`config.mk`:
```
export PLATFORM = sky130hd
export DESIGN_NAME = tcp_stream_reassembler
export DESIGN_NICKNAME = d
export VERILOG_FILES = /design/src/hdl/tsr_pkg.sv /design/src/hdl/tsr_cmd_queue.sv /design/src/hdl/tsr_front.sv /design/src/hdl/tsr_back.sv /design/src/hdl/tcp_stream_reassembler.sv
export SDC_FILE = /design/constraint.sdc
export NUM_CORES = 1
export LEC_CHECK = 0
export ABC_CLOCK_PERIOD_IN_PS = 7100
export BUFFER_PORTS_ARGS = -buffer_cell sky130_fd_sc_hd__buf_4
export CAP_MARGIN = 10
export CORE_AREA = 2 2 387 274
export DETAILED_ROUTE_END_ITERATION = 16
export DIE_AREA = 0 0 389 276
export HOLD_SLACK_MARGIN = 0.03
export PLACE_DENSITY_LB_ADDON = 0.12
export RECOVER_POWER = 25
export SYNTH_ARGS = -nofsm -noshare
export SYNTH_HDL_FRONTEND = slang
export SYNTH_SLANG_ARGS = --single-unit
```
`constraint.sdc`:
```
create_clock -name clk -period 7.1 [get_ports clk]
set_input_delay 0.71 -clock clk [delete_from_list [all_inputs] [get_ports clk]]
set_output_delay 0.71 -clock clk [all_outputs]
set_load 0.02 [all_outputs]
```
`src/hdl/tsr_pkg.sv`:
```
package tsr_pkg;

  // Defaults for the top-level parameters.
  localparam int WINDOW_DEF     = 64;
  localparam int INDEX_BITS_DEF = 32;

  // Window-size register.
  localparam int             WIN_REG_W = 7;
  localparam logic [6:0]     WIN_RESET = 7'd64;

  // Depth of the command queue between the front and the back end.
  localparam int QUEUE_DEPTH = 2;

  typedef enum logic [2:0] {
    DISP_DELIVERED = 3'd0,
    DISP_BUFFERED  = 3'd1,
    DISP_DUPLICATE = 3'd2,
    DISP_OUTSIDE   = 3'd3,
    DISP_AFTER_END = 3'd4
  } disp_t;

  typedef enum logic [1:0] {
    CMD_DELIVER = 2'd0,
    CMD_STORE   = 2'd1,
    CMD_DROP    = 2'd2
  } cmd_kind_t;

  typedef enum logic [2:0] {
    B_IDLE     = 3'd0,
    B_SCAN     = 3'd1,
    B_COMMIT   = 3'd2,
    B_EMIT_ONE = 3'd3,
    B_EMIT_RUN = 3'd4
  } back_state_t;

  typedef struct packed {
    logic [31:0] stream_index;
    logic [7:0]  data_byte;
    logic        final_byte;
  } item_t;

  typedef struct packed {
    logic        out_valid;
    logic [7:0]  out_byte;
    logic [31:0] out_position;
    logic        stream_ended;
    logic [2:0]  disposition;
    logic [6:0]  pending_count;
    logic [31:0] next_expected;
    logic        last_of_run;
  } result_t;

  // Classified command handed from the front to the back end. The store
  // slot travels next to it in the queue, since its width follows WINDOW.
  typedef struct packed {
    cmd_kind_t  kind;
    disp_t      disp;
    logic [7:0] data_byte;
    logic       final_byte;
  } cmd_t;

endpackage

```
`src/hdl/tsr_cmd_queue.sv`:
```
module tsr_cmd_queue #(
  parameter int DATA_W = 8,
  parameter int DEPTH  = tsr_pkg::QUEUE_DEPTH
) (
  input  logic              clk,
  input  logic              rst,
  input  logic              push,
  input  logic [DATA_W-1:0] push_data,
  input  logic              pop,
  output logic              head_valid,
  output logic [DATA_W-1:0] head_data
);

  localparam int PTR_W = (DEPTH > 1) ? $clog2(DEPTH) : 1;
  localparam int CNT_W = $clog2(DEPTH + 1);
  localparam logic [PTR_W-1:0] LAST_PTR = PTR_W'(DEPTH - 1);

  logic [DATA_W-1:0] entries [DEPTH];
  logic [PTR_W-1:0]  wr_ptr;
  logic [PTR_W-1:0]  rd_ptr;
  logic [CNT_W-1:0]  fill;
  logic              do_push;
  logic              do_pop;

  assign do_push    = push && (fill != CNT_W'(DEPTH));
  assign do_pop     = pop && (fill != '0);
  assign head_valid = (fill != '0);
  assign head_data  = entries[rd_ptr];

  always_ff @(posedge clk) begin
    if (do_push) begin
      entries[wr_ptr] <= push_data;
    end
  end

  always_ff @(posedge clk) begin
    if (rst) begin
      wr_ptr <= '0;
      rd_ptr <= '0;
      fill   <= '0;
    end else begin
      if (do_push) begin
        wr_ptr <= (wr_ptr == LAST_PTR) ? '0 : wr_ptr + 1'b1;
      end
      if (do_pop) begin
        rd_ptr <= (rd_ptr == LAST_PTR) ? '0 : rd_ptr + 1'b1;
      end
      unique case ({do_push, do_pop})
        2'b10:   fill <= fill + 1'b1;
        2'b01:   fill <= fill - 1'b1;
        default: fill <= fill;
      endcase
    end
  end

  assert property (@(posedge clk) disable iff (rst)
    push |-> (fill != CNT_W'(DEPTH)))
    else $error("command pushed into a full queue");

endmodule

```
`src/hdl/tsr_front.sv`:
```
module tsr_front #(
  parameter int WINDOW     = tsr_pkg::WINDOW_DEF,
  parameter int INDEX_BITS = tsr_pkg::INDEX_BITS_DEF,
  parameter int SLOT_W     = (WINDOW > 1) ? $clog2(WINDOW) : 1
) (
  input  logic                  clk,
  input  logic                  rst,
  input  logic                  item_valid,
  output logic                  item_stall,
  input  tsr_pkg::item_t        item,
  input  logic                  cfg_write,
  input  logic [6:0]            cfg_data,
  input  logic [INDEX_BITS-1:0] exp_pos,
  input  logic [SLOT_W-1:0]     head,
  input  logic                  ended,
  input  logic                  back_idle,
  input  logic                  q_valid,
  output logic                  push,
  output tsr_pkg::cmd_t         push_cmd,
  output logic [SLOT_W-1:0]     push_slot
);

  import tsr_pkg::*;

  logic                  hold_valid;
  item_t                 hold;
  logic [6:0]            win_reg;
  logic [INDEX_BITS-1:0] idx;
  logic [INDEX_BITS-1:0] offset;
  logic [INDEX_BITS-1:0] win_ext;
  logic [INDEX_BITS-1:0] win_eff;
  logic [SLOT_W:0]       slot_sum;
  logic                  issue;

  // Classification needs the state that the back end leaves behind, so an
  // item is classified only once all earlier work has been carried out.
  assign issue      = hold_valid && !q_valid && back_idle;
  assign item_stall = hold_valid && !issue;
  assign push       = issue;

  assign idx     = INDEX_BITS'(hold.stream_index);
  assign offset  = idx - exp_pos;
  assign win_ext = INDEX_BITS'(win_reg);

  always_comb begin
    if (win_reg == '0) begin
      win_eff = INDEX_BITS'(1);
    end else if (win_ext > INDEX_BITS'(WINDOW)) begin
      win_eff = INDEX_BITS'(WINDOW);
    end else begin
      win_eff = win_ext;
    end
  end

  assign slot_sum  = (SLOT_W + 1)'(head) + (SLOT_W + 1)'(offset[SLOT_W-1:0]);
  assign push_slot = (slot_sum >= (SLOT_W + 1)'(WINDOW)) ?
                     SLOT_W'(slot_sum - (SLOT_W + 1)'(WINDOW)) : SLOT_W'(slot_sum);

  always_comb begin
    push_cmd.data_byte  = hold.data_byte;
    push_cmd.final_byte = hold.final_byte;
    push_cmd.kind       = CMD_DROP;
    push_cmd.disp       = DISP_AFTER_END;
    priority if (ended) begin
      push_cmd.kind = CMD_DROP;
      push_cmd.disp = DISP_AFTER_END;
    end else if (offset == '0) begin
      push_cmd.kind = CMD_DELIVER;
      push_cmd.disp = DISP_DELIVERED;
    end else if (offset[INDEX_BITS-1]) begin
      push_cmd.kind = CMD_DROP;
      push_cmd.disp = DISP_DUPLICATE;
    end else if (offset >= win_eff) begin
      push_cmd.kind = CMD_DROP;
      push_cmd.disp = DISP_OUTSIDE;
    end else begin
      push_cmd.kind = CMD_STORE;
      push_cmd.disp = DISP_BUFFERED;
    end
  end

  always_ff @(posedge clk) begin
    if (item_valid && !item_stall) begin
      hold <= item;
    end
  end

  always_ff @(posedge clk) begin
    if (rst) begin
      hold_valid <= 1'b0;
      win_reg    <= WIN_RESET;
    end else begin
      if (item_valid && !item_stall) begin
        hold_valid <= 1'b1;
      end else if (issue) begin
        hold_valid <= 1'b0;
      end
      if (cfg_write) begin
        win_reg <= cfg_data;
      end
    end
  end

endmodule

```
`src/hdl/tsr_back.sv`:
```
module tsr_back #(
  parameter int WINDOW     = tsr_pkg::WINDOW_DEF,
  parameter int INDEX_BITS = tsr_pkg::INDEX_BITS_DEF,
  parameter int SLOT_W     = (WINDOW > 1) ? $clog2(WINDOW) : 1
) (
  input  logic                  clk,
  input  logic                  rst,
  input  logic                  q_valid,
  input  tsr_pkg::cmd_t         q_cmd,
  input  logic [SLOT_W-1:0]     q_slot,
  output logic                  q_pop,
  output logic [INDEX_BITS-1:0] exp_pos,
  output logic [SLOT_W-1:0]     head,
  output logic                  ended,
  output logic                  idle,
  output logic                  result_valid,
  input  logic                  result_stall,
  output tsr_pkg::result_t      result
);

  import tsr_pkg::*;

  localparam logic [SLOT_W-1:0] LAST_SLOT = SLOT_W'(WINDOW - 1);
  localparam logic [SLOT_W-1:0] RUN_MAX   = SLOT_W'(WINDOW - 1);

  back_state_t state;
  back_state_t state_next;

  logic [INDEX_BITS-1:0] expected;
  logic [SLOT_W-1:0]     count;
  logic                  ended_flag;
  logic [WINDOW-1:0]     present;
  logic [WINDOW-1:0]     final_mark;
  logic [7:0]            held_mem [WINDOW];

  logic [7:0]            cmd_byte;
  disp_t                 disp_r;
  logic [SLOT_W-1:0]     run_len;
  logic                  end_pend;
  logic [SLOT_W-1:0]     scan_slot;
  logic [SLOT_W-1:0]     rd_addr;
  logic [7:0]            rd_data;
  logic                  rd_ok;
  logic [SLOT_W-1:0]     emit_k;
  logic [INDEX_BITS-1:0] emit_pos;

  logic                  out_free;
  logic                  store_do;
  logic                  scan_take;
  logic                  one_fire;
  logic                  emit_fire;
  logic                  emit_last;
  result_t               result_next;

  function automatic logic [SLOT_W-1:0] slot_inc(input logic [SLOT_W-1:0] s);
    slot_inc = (s == LAST_SLOT) ? '0 : s + 1'b1;
  endfunction

  assign exp_pos  = expected;
  assign ended    = ended_flag;
  assign idle     = (state == B_IDLE);
  assign out_free = !result_valid || !result_stall;
  assign emit_last = (emit_k == run_len);

  // Next state.
  always_comb begin
    state_next = state;
    unique case (state)
      B_IDLE: begin
        if (q_valid) begin
          if (q_cmd.kind == CMD_DELIVER) begin
            state_next = q_cmd.final_byte ? B_COMMIT : B_SCAN;
          end else begin
            state_next = B_EMIT_ONE;
          end
        end
      end
      B_SCAN: begin
        if (!scan_take || final_mark[scan_slot]) begin
          state_next = B_COMMIT;
        end
      end
      B_COMMIT: begin
        state_next = B_EMIT_RUN;
      end
      B_EMIT_ONE: begin
        if (out_free) begin
          state_next = B_IDLE;
        end
      end
      B_EMIT_RUN: begin
        if (emit_fire && emit_last) begin
          state_next = B_IDLE;
        end
      end
      default: state_next = B_IDLE;
    endcase
  end

  // Control outputs.
  always_comb begin
    q_pop     = 1'b0;
    store_do  = 1'b0;
    scan_take = 1'b0;
    one_fire  = 1'b0;
    emit_fire = 1'b0;
    unique case (state)
      B_IDLE: begin
        q_pop    = q_valid;
        store_do = q_valid && (q_cmd.kind == CMD_STORE) && !present[q_slot];
      end
      B_SCAN: begin
        scan_take = present[scan_slot] && (run_len != RUN_MAX);
      end
      B_EMIT_ONE: begin
        one_fire = out_free;
      end
      B_EMIT_RUN: begin
        emit_fire = out_free && ((emit_k == '0) || rd_ok);
      end
      default: begin
      end
    endcase
  end

  always_comb begin
    result_next.stream_ended  = ended_flag;
    result_next.pending_count = 7'(count);
    result_next.next_expected = 32'(expected);
    if (state == B_EMIT_RUN) begin
      result_next.out_valid    = 1'b1;
      result_next.out_byte     = (emit_k == '0) ? cmd_byte : rd_data;
      result_next.out_position = 32'(emit_pos);
      result_next.disposition  = DISP_DELIVERED;
      result_next.last_of_run  = emit_last;
    end else begin
      result_next.out_valid    = 1'b0;
      result_next.out_byte     = '0;
      result_next.out_position = '0;
      result_next.disposition  = disp_r;
      result_next.last_of_run  = 1'b1;
    end
  end

  // Byte store: one write port, one registered read port.
  always_ff @(posedge clk) begin
    if (store_do) begin
      held_mem[q_slot] <= q_cmd.data_byte;
    end
    rd_data <= held_mem[rd_addr];
  end

  // Datapath registers without reset.
  always_ff @(posedge clk) begin
    if (q_pop) begin
      cmd_byte  <= q_cmd.data_byte;
      end_pend  <= q_cmd.final_byte;
      run_len   <= '0;
      scan_slot <= slot_inc(head);
      rd_addr   <= head;
      emit_k    <= '0;
      emit_pos  <= expected;
      if (q_cmd.kind == CMD_STORE) begin
        disp_r <= present[q_slot] ? DISP_DUPLICATE : DISP_BUFFERED;
      end else begin
        disp_r <= q_cmd.disp;
      end
    end
    if (scan_take) begin
      run_len   <= run_len + 1'b1;
      scan_slot <= slot_inc(scan_slot);
      if (final_mark[scan_slot]) begin
        end_pend <= 1'b1;
      end
    end
    if (emit_fire && !emit_last) begin
      emit_k   <= emit_k + 1'b1;
      emit_pos <= emit_pos + 1'b1;
      rd_addr  <= slot_inc(rd_addr);
    end
    if (one_fire || emit_fire) begin
      result <= result_next;
    end
  end

  // Control state.
  always_ff @(posedge clk) begin
    if (rst) begin
      state        <= B_IDLE;
      expected     <= '0;
      head         <= '0;
      count        <= '0;
      ended_flag   <= 1'b0;
      present      <= '0;
      final_mark   <= '0;
      rd_ok        <= 1'b0;
      result_valid <= 1'b0;
    end else begin
      state <= state_next;
      rd_ok <= !(q_pop || emit_fire);
      if (store_do) begin
        present[q_slot]    <= 1'b1;
        final_mark[q_slot] <= q_cmd.final_byte;
        count              <= count + 1'b1;
      end
      if (scan_take) begin
        present[scan_slot]    <= 1'b0;
        final_mark[scan_slot] <= 1'b0;
      end
      if (state == B_COMMIT) begin
        expected   <= expected + INDEX_BITS'(run_len) + 1'b1;
        head       <= scan_slot;
        ended_flag <= end_pend;
        if (end_pend) begin
          count      <= '0;
          present    <= '0;
          final_mark <= '0;
        end else begin
          count <= count - run_len;
        end
      end
      if (one_fire || emit_fire) begin
        result_valid <= 1'b1;
      end else if (!result_stall) begin
        result_valid <= 1'b0;
      end
    end
  end

  assert property (@(posedge clk) disable iff (rst)
    (state == B_IDLE) |-> (int'(count) == $countones(present)))
    else $error("held count disagrees with the present bits");

  assert property (@(posedge clk) disable iff (rst)
    ended_flag |-> (present == '0))
    else $error("bytes still held after end of stream");

  assert property (@(posedge clk) disable iff (rst)
    (state == B_IDLE) |-> !present[head])
    else $error("slot of the expected index is marked present");

endmodule

```
`src/hdl/tcp_stream_reassembler.sv`:
```
// Channel   Direction  Handshake                 Payload
// item      in         item_valid / item_stall   tsr_pkg::item_t
// result    out        result_valid / result_stall  tsr_pkg::result_t
// cfg       in         cfg_valid / cfg_ready     cfg_data, window size (7 bits)
//
// The front end issues a byte only once the back end is idle and the queue
// is empty. An in-order byte that releases held bytes is slowed by the
// one-slot-per-cycle run scan and by the registered read of the byte store
// for each released byte.
// Reset is synchronous and active high; it clears the expected index, the
// present and end marks, the held count and the end flag, and sets the
// window size back to 64.
// A stalled result stays in the output register while the front still
// takes one new input transfer.
module tcp_stream_reassembler #(
  parameter int WINDOW     = tsr_pkg::WINDOW_DEF,
  parameter int INDEX_BITS = tsr_pkg::INDEX_BITS_DEF
) (
  input  logic             clk,
  input  logic             rst,
  input  logic             item_valid,
  output logic             item_stall,
  input  tsr_pkg::item_t   item,
  output logic             result_valid,
  input  logic             result_stall,
  output tsr_pkg::result_t result,
  input  logic             cfg_valid,
  output logic             cfg_ready,
  input  logic [6:0]       cfg_data
);

  import tsr_pkg::*;

  // Slot index into the circular window store.
  localparam int SLOT_W = (WINDOW > 1) ? $clog2(WINDOW) : 1;
  localparam int QW     = $bits(cmd_t) + SLOT_W;

  logic                  push;
  cmd_t                  push_cmd;
  logic [SLOT_W-1:0]     push_slot;
  logic                  q_valid;
  logic [QW-1:0]         q_data;
  cmd_t                  q_cmd;
  logic [SLOT_W-1:0]     q_slot;
  logic                  q_pop;
  logic [INDEX_BITS-1:0] exp_pos;
  logic [SLOT_W-1:0]     head;
  logic                  ended;
  logic                  back_idle;

  // Writes to the window register are only to be made while the block is idle;
  // the block does not enforce this itself, and no transfer is ever held off here.
  assign cfg_ready = 1'b1;

  // The front end holds one input item and classifies it against the
  // committed state: after end, in order, behind (a duplicate), beyond the
  // window, or a candidate for the store with its circular slot.
  tsr_front #(
    .WINDOW     (WINDOW),
    .INDEX_BITS (INDEX_BITS),
    .SLOT_W     (SLOT_W)
  ) u_front (
    .clk        (clk),
    .rst        (rst),
    .item_valid (item_valid),
    .item_stall (item_stall),
    .item       (item),
    .cfg_write  (cfg_valid && cfg_ready),
    .cfg_data   (cfg_data),
    .exp_pos    (exp_pos),
    .head       (head),
    .ended      (ended),
    .back_idle  (back_idle),
    .q_valid    (q_valid),
    .push       (push),
    .push_cmd   (push_cmd),
    .push_slot  (push_slot)
  );

  // Classified commands wait here until the back end is free.
  tsr_cmd_queue #(
    .DATA_W (QW),
    .DEPTH  (QUEUE_DEPTH)
  ) u_queue (
    .clk        (clk),
    .rst        (rst),
    .push       (push),
    .push_data  ({push_cmd, push_slot}),
    .pop        (q_pop),
    .head_valid (q_valid),
    .head_data  (q_data)
  );

  assign q_cmd  = q_data[QW-1:SLOT_W];
  assign q_slot = q_data[SLOT_W-1:0];

  // The back end owns the reassembly state. Stores check for a byte that
  // is already held; an in-order byte first scans the run of contiguous
  // held bytes so that every result of the run reports the state after the
  // whole step, then commits and drains the run through the output
  // register, one transfer per byte.
  tsr_back #(
    .WINDOW     (WINDOW),
    .INDEX_BITS (INDEX_BITS),
    .SLOT_W     (SLOT_W)
  ) u_back (
    .clk          (clk),
    .rst          (rst),
    .q_valid      (q_valid),
    .q_cmd        (q_cmd),
    .q_slot       (q_slot),
    .q_pop        (q_pop),
    .exp_pos      (exp_pos),
    .head         (head),
    .ended        (ended),
    .idle         (back_idle),
    .result_valid (result_valid),
    .result_stall (result_stall),
    .result       (result)
  );

endmodule

```
==> parameters.txt, run 1 <==
Parameter                              Value

Pwr
  Pleak    15.2 nW
  Maximum vdd ir drop    0.000289 V
  Pwr per Cell Area    386 nW/um^2
  Power, Total    18.0 mW

Worst setup path
  Setup Crit Path Kind    reg2reg
  Required time of the critical path    roughly 7.4 ns
  Startpoint Class    flop
  Category of the worst setup path capture point    flop
  Critical-path maximum fanout    38
  Data arrival time of the critical path    5.95 ns

Floorplan
  Total Die Area    107,000 um^2
  # IOs    141
  Core Region    104,000 um^2
  Cell row count    just under 100
  Die Height    between 200 and 300 um
  Die boundary width    a little under 400 um
  Initial Utilization    0.398

Synth
  Area leader, netlist    edfxtp_1
  Number of instances in the synthesized netlist    2,878
  Area share of the largest cell type after synthesis    0.542
  Most instantiated flip-flop cell in the synthesis netlist    edfxtp_1
  Total of warnings raised by yosys    0
  Leading cell types by total area after synthesis    edfxtp_1 (54%), dfxtp_1 (9.7%), mux4_2 (9.5%)
  Asr flop ratio synth    0
  Number of synthesized register bits    944
  Post-synthesis sequential area ratio    0.640
  Net count after synthesis    between 2,000 and 3,000
  Post-synth cell types    89
  Count of flip-flops with a built-in enable after synthesis    744
  Synth cell count leaders    edfxtp_1 (744), nor2_1 (242), dfxtp_1 (200), mux4_2 (173), nand2_1 (173)
  Most used standard cell by instance count after synthesis    edfxtp_1
  Mean area per synthesized cell    14.3 um^2
  Netlist Area Pre-Place    41,200 um^2

Placed design
  Worst setup slack before clock tree synthesis    around 2.1 ns
  Routability congestion estimate    0.941
  Cell area after placement    roughly 44,000 um^2
  Total placed cells including tap cells    4,271
  Port Buffers    138
  Hpwl dp    85,900 um

Flow run
  Maxcap violations    10

STA
  Least-Margin Pin Slew    3.49 ns
  Fin crit share    0.795
  Clock Skew    around 0.028 ns
  Summed negative setup slack over all endpoints    0 ns
  Final number of max-transition violations    629
  Setup slack of the critical path after layout    1.45 ns
  Worst Hold Slack    0.217 ns
  Maximum achievable frequency    roughly 180 MHz
  Setup violation total in the final timing report    0
  Setup repair after global routing missed its margin    no
  Min Clock Period, post-route    5.65 ns
  Rel. slew slack    -1.33
  Number of hold violations in the final report    0

Global route
  GRT met3 Usage    0.0454
  Most Crowded Layer GR    met1
  Number of global-route vias before repair    around 25,000
  Overflow left after global routing    0
  Wire length of the first global-routing pass    between 150,000 and 200,000 um
  All-Layer GR Usage    0.226
  Met1 Use GR    0.371
  Largest net degree at the start of global routing    134
  Number of antenna violations at the first check in global routing    5
  Global routing met2 resource utilization    0.303

Clocking
  Clk Latency, worst-skew pair    0.69 ns
  Clock net sink count    944
  Depth of the CTS H-tree    3
  Number of buffers created by CTS    92
  Total setup buffers inserted after CTS    0
  Post-cts gate resize count    0
  CTS tree    built
  Number of buffers on the longest clock path    3
  Clock-pin slew of the registers on the worst-case setup and hold paths    approximately 0.070 ns
  Root Driver    clkbuf_16
  CTS hold repair buffers    0

Routing
  Number of detailed-route iterations in the first pass    6
  Vias per cell    roughly 5.9
  Number of nets still failing antenna checks after routing    0
  Detailed-route via count    26,100
  Post-DR wirelength/cell    27.7 um
  Detailed-route DRC error count    0
  DRC violation total after the first TritonRoute iteration    ~2,800
  Overall routed net length    123,000 um

Cells and area
  Number of flip-flops under the largest register name    512
  Top flop regs    u_back.held_mem: 512 flops, u_back.result: 84 flops
  Post-Layout Cell Count    4,445
  Growth of design area from synthesis to finish    13.0%
  Layout Utilization    0.450
  Ratio of cells with drive above 1 in the final layout    0.165
  Final-stage net count    3,123
  Final instance area    46,600 um^2
  Largest reg by FF count    u_back.held_mem

Run status
  Run status    finished, violations left
  Violations in the final reports    max-capacitance violations, max-slew violations

Worst hold path
  Worst Hold Class    in2reg
==> per-layer routing <==
metal  share of wire  routed length [um]
met1            0.50               61500
met2            0.41               50100
met3           0.076                9320
met4           0.018                2220
met5         0.00021                  26
==> final timing paths <==
path,cells after the start,endpoint,from,slack [ns]
worst min-delay path,1,u_front.idx[20],item[29],0.22
worst min register to register,0,u_back.result[13],u_back.exp_pos[12],0.44
worst max register to register,8,u_back.held_mem[4][0],flop,1.45
worst max-delay path,8,u_back.held_mem[4][0],flop,1.45
==> kinds of logic (layout without fill, tap and decap cells) <==
kind of cell,Yosys count,after routing,share of synthesized area
flip-flops,944,944,0.640
AND/OR/NAND/NOR,730,730,0.0855
AO/OA/AOI/OAI,519,519,0.0872
multiplexers,269,269,0.119
buffers and inverters,237,439,0.0238
XOR/XNOR,110,110,0.0234
adder cells (fa/ha/maj),67,67,0.0211
other,2,4,0.000182
==> where the power goes <==
part	leakage (nW)	internal (mW)	total (mW)	switching [mW]
clock	1.55	3.08	5.24	2.16
sequential	8.39	6.96	7.42	0.460
combinational	5.24	1.80	5.33	3.53
total	15.2	11.8	18.0	6.15
==> layout by cell type (no fill, tap or decap), types with 13 or more instances in the layout <==
cell type    n
edfxtp_1   744
nor2_1     241
dfxtp_1    200
mux4_2     173
nand2_1    171
a21oi_1    152
clkbuf_1   111
clkbuf_16   93
inv_1       83
xnor2_1     68
o21ai_0     65
nand3_1     64
ha_1        63
a211oi_1    62
mux2i_1     59
and3_1      55
buf_4       48
xor2_1      42
clkbuf_4    40
nor3_1      39
o21a_1      38
mux2_2      31
a21o_1      23
a221oi_1    23
nor2b_1     22
nand4_1     22
a22oi_1     21
and2_1      18
a31oi_1     18
bufinv_16   17
nand2b_1    15
o221a_2     14
nor4_1      13
clkinv_1    13
clkinv_2    13
==> final cells by class <==
type	instances	area, um^2
multi-input cells	1697	13900
clock buffers	113	2450
inverters	83	312
clock inverters	58	762
flip-flops and latches	944	26300
repair buffers	185	1050
diodes	2	5.00
well taps	1363	1710
fillers	9210	57000
==> worst max-delay path: stages, from the launching register on <==
cell and delay (ns):
dfxtp_1 1.49, mux2i_2 0.92, nor2_1 0.07, o32ai_1 0.25, o21ai_0 0.11, a311o_2 0.44
a31oi_4 0.35, nand3_2 0.61, nor2_1 0.99
Note: power is estimated with default switching activity, not from simulation.
==> inputs of run 2 (changes only) <==
ABC_CLOCK_PERIOD_IN_PS = 4900   (was 7100)
clock period = 4.9 ns   (was 7.1 ns; I/O delays follow)
==> run 2 against run 1 <==
  * The flow still finishes with violations (max-capacitance violations, max-slew violations)
  * Global-route usage grew 0.63 points
  * Flip-flop and latch count is the same
  * Cell count grew 3.0%
  * Combinational power grew 50%
  * Largest power group unchanged
==> parameters.txt, run 2 (same netlist as run 1, synthesis figures left out) <==
Parameter                              Value

Worst setup path
  Required time of the critical path    5.28 ns
  Setup Crit Path Kind    reg2reg
  Worst r2r path cells    12
  Launch instance of the worst register-to-register path    u_back.exp_pos[19]
  Category of the worst setup path capture point    flop
  Data arrival time of the critical path    4.87 ns
  Worst r2r dst    u_queue.entries[0][15]
  Reg-to-reg slack, setup    just over 0.4 ns
  Critical-path maximum fanout    9
  Startpoint Class    flop

Clocking
  Post-cts gate resize count    0
  Clock net sink count    ~940
  Number of buffers on the longest clock path    3
  Clock-pin slew of the registers on the worst-case setup and hold paths    0.06 ns
  Number of buffers created by CTS    94
  Depth of the CTS H-tree    3
  Root Driver    clkbuf_16
  CTS tree    built
  Clk Latency, worst-skew pair    0.69 ns

Floorplan
  Total Die Area    between 100,000 and 150,000 um^2
  Core Region    104,000 um^2
  Initial Utilization    0.398
  Die Height    ~280 um
  # IOs    141
  Die boundary width    389 um
  Cell row count    99

STA
  Fin crit share    0.916
  Final number of max-transition violations    between 300 and 400
  Setup violation total in the final timing report    0
  Worst Hold Slack    between 0.09 and 0.1 ns
  Maximum achievable frequency    223 MHz
  Rel. slew slack    -0.0921
  Setup slack of the critical path after layout    0.411 ns
  Clock Skew    0.0233 ns
  Number of hold violations in the final report    0
  Min Clock Period, post-route    4.49 ns
  Least-Margin Pin Slew    1.64 ns
  Summed negative setup slack over all endpoints    0 ns
  Setup repair after global routing missed its margin    no

Placed design
  Hpwl dp    89,700 um
  Port Buffers    138
  Routability congestion estimate    0.953
  Cell area after placement    44,400 um^2
  Total placed cells including tap cells    4,355
  Worst setup slack before clock tree synthesis    0.651 ns

Cells and area
  Commonest non-fill, non-tap cell in the layout    edfxtp_1
  Final instance area    47,500 um^2
  Final-stage net count    ~3,300
  Post-Layout Cell Count    4,578
  Fill count    9,211
  Top flop regs    u_back.held_mem: 512 flops, u_back.result: 84 flops
  Highest-count cells in the layout ignoring fill and taps    edfxtp_1 (744), nor2_1 (241), dfxtp_1 (200)
  Ratio of cells with drive above 1 in the final layout    0.182
  Number of flip-flops under the largest register name    512
  Growth of design area from synthesis to finish    15.4%
  Layout Utilization    0.459
  Largest reg by FF count    u_back.held_mem

Pwr
  Cell-internal power    around 17 mW
  Pwr per Cell Area    approximately 550 nW/um^2
  Combinational group share of total power    0.308
  Power, Total    26.0 mW
  Switching Share    0.349
  Pleak    15.8 nW
  Relative contribution of the clock network to total power    0.280
  Maximum vdd ir drop    about 0.0003 V
  Share of power burned in registers    0.412
  Switching power summed over all nets    ~9.1 mW

Routing
  Detailed-route DRC error count    0
  Number of detailed-route iterations in the first pass    5
  Vias per cell    just under 6
  DRC violation total after the first TritonRoute iteration    ~2,900
  Post-DR wirelength/cell    27.6 um
  Overall routed net length    126,000 um
  Detailed-route via count    about 26,000
  Number of nets still failing antenna checks after routing    0

Worst hold path
  Worst hold stages    3
  Destination of the worst hold path    u_front.win_reg[2]
  Worst Hold Class    in2reg
  Start point of the worst hold path    cfg_data[2]

Global route
  All-Layer GR Usage    0.232
  Number of global-route vias before repair    25,600
  Largest net degree at the start of global routing    between 80 and 90
  Overflow left after global routing    0
  Wire length of the first global-routing pass    183,000 um
  Number of antenna violations at the first check in global routing    3

Run status
  Violations in the final reports    max-capacitance violations, max-slew violations
  Run status    finished, violations left

Flow run
  Maxcap violations    7
## run 2: cell count changes in the layout (fill, tap and decap cells not counted), moves of 4 or more
cell	previous run	this run
clkbuf_1	111	119
clkbuf_2	0	6
buf_4	48	128
mux2_1	1	5
dlygate4sd3_1	0	44
clkinvlp_4	7	2
clkbuf_8	4	10
bufinv_16	17	7
mux2_2	31	27
## run 2: layout make-up
| class | count | area, um^2 | area share |
|---|---|---|---|
| timing repair buffer | 313 | 2170 | 0.0456 |
| multi-input combinational | 1697 | 13900 | 0.293 |
| sequential | 944 | 26300 | 0.554 |
| clock buffer | 135 | 2650 | 0.0557 |
| clock inverter | 40 | 427 | 0.00897 |
| inverter | 83 | 312 | 0.00655 |
| tap | 1363 | 1710 | 0.0359 |
| antenna | 3 | 7.51 | 0.000158 |
## run 2: repair_timing
| action | 4_1_cts | 5_1_grt |
|---|---|---|
| hold buffers | 44 | 0 |
| endpoints found under the hold margin | 44 | 0 |
| buffers inserted | 0 | 0 |
## run 2: power by group through the flow
stage	combinational, mW	sequential, mW	clock [mW]
after floorplan	4.95	10.6	0
after global placement	7.98	10.8	0
after detailed placement	8.05	10.8	0
after CTS	8.10	10.7	7.42
after global routing	8.54	10.8	7.74
final	8.01	10.7	7.27
## run 2: worst max path at each step
| stage | cells past startpoint | endpoint | slack (ns) | start |
|---|---|---|---|---|
| final | 12 | u_queue.entries[0][15] | 0.41 | u_back.exp_pos[19] |
| after global routing | 12 | u_queue.entries[0][15] | 0.17 | u_back.exp_pos[19] |
| after CTS | 12 | u_queue.entries[1][15] | 0.61 | u_back.exp_pos[19] |
| after detailed placement | 12 | u_queue.entries[0][15] | 0.65 | u_back.exp_pos[19] |
| after global placement | 12 | u_queue.entries[0][15] | 0.77 | u_back.exp_pos[1] |
| after floorplan | 8 | u_back.result[0] | 0.65 | u_back.emit_k[0] |
## run 2: worst max-delay path: stages, from the launching register on
cell,delay (ns)
dfxtp_1,0.48
inv_1,0.18
ha_1,0.49
nand2_1,0.11
o21ai_0,0.57
o21ai_0,0.23
and3_1,0.25
nor4_1,0.27
nand4_1,0.13
a2111oi_0,0.59
nand4_1,0.21
nor4_2,0.46
a311oi_1,0.21
## run 2: metal layers
layer	up-vias	routed length [um]	track usage
met1	13600	63000	0.381
met3	126	9330	0.0409
met5	-	0	0
met2	995	51800	0.320
met4	0	2030	0.0423
li1	11600	-	-
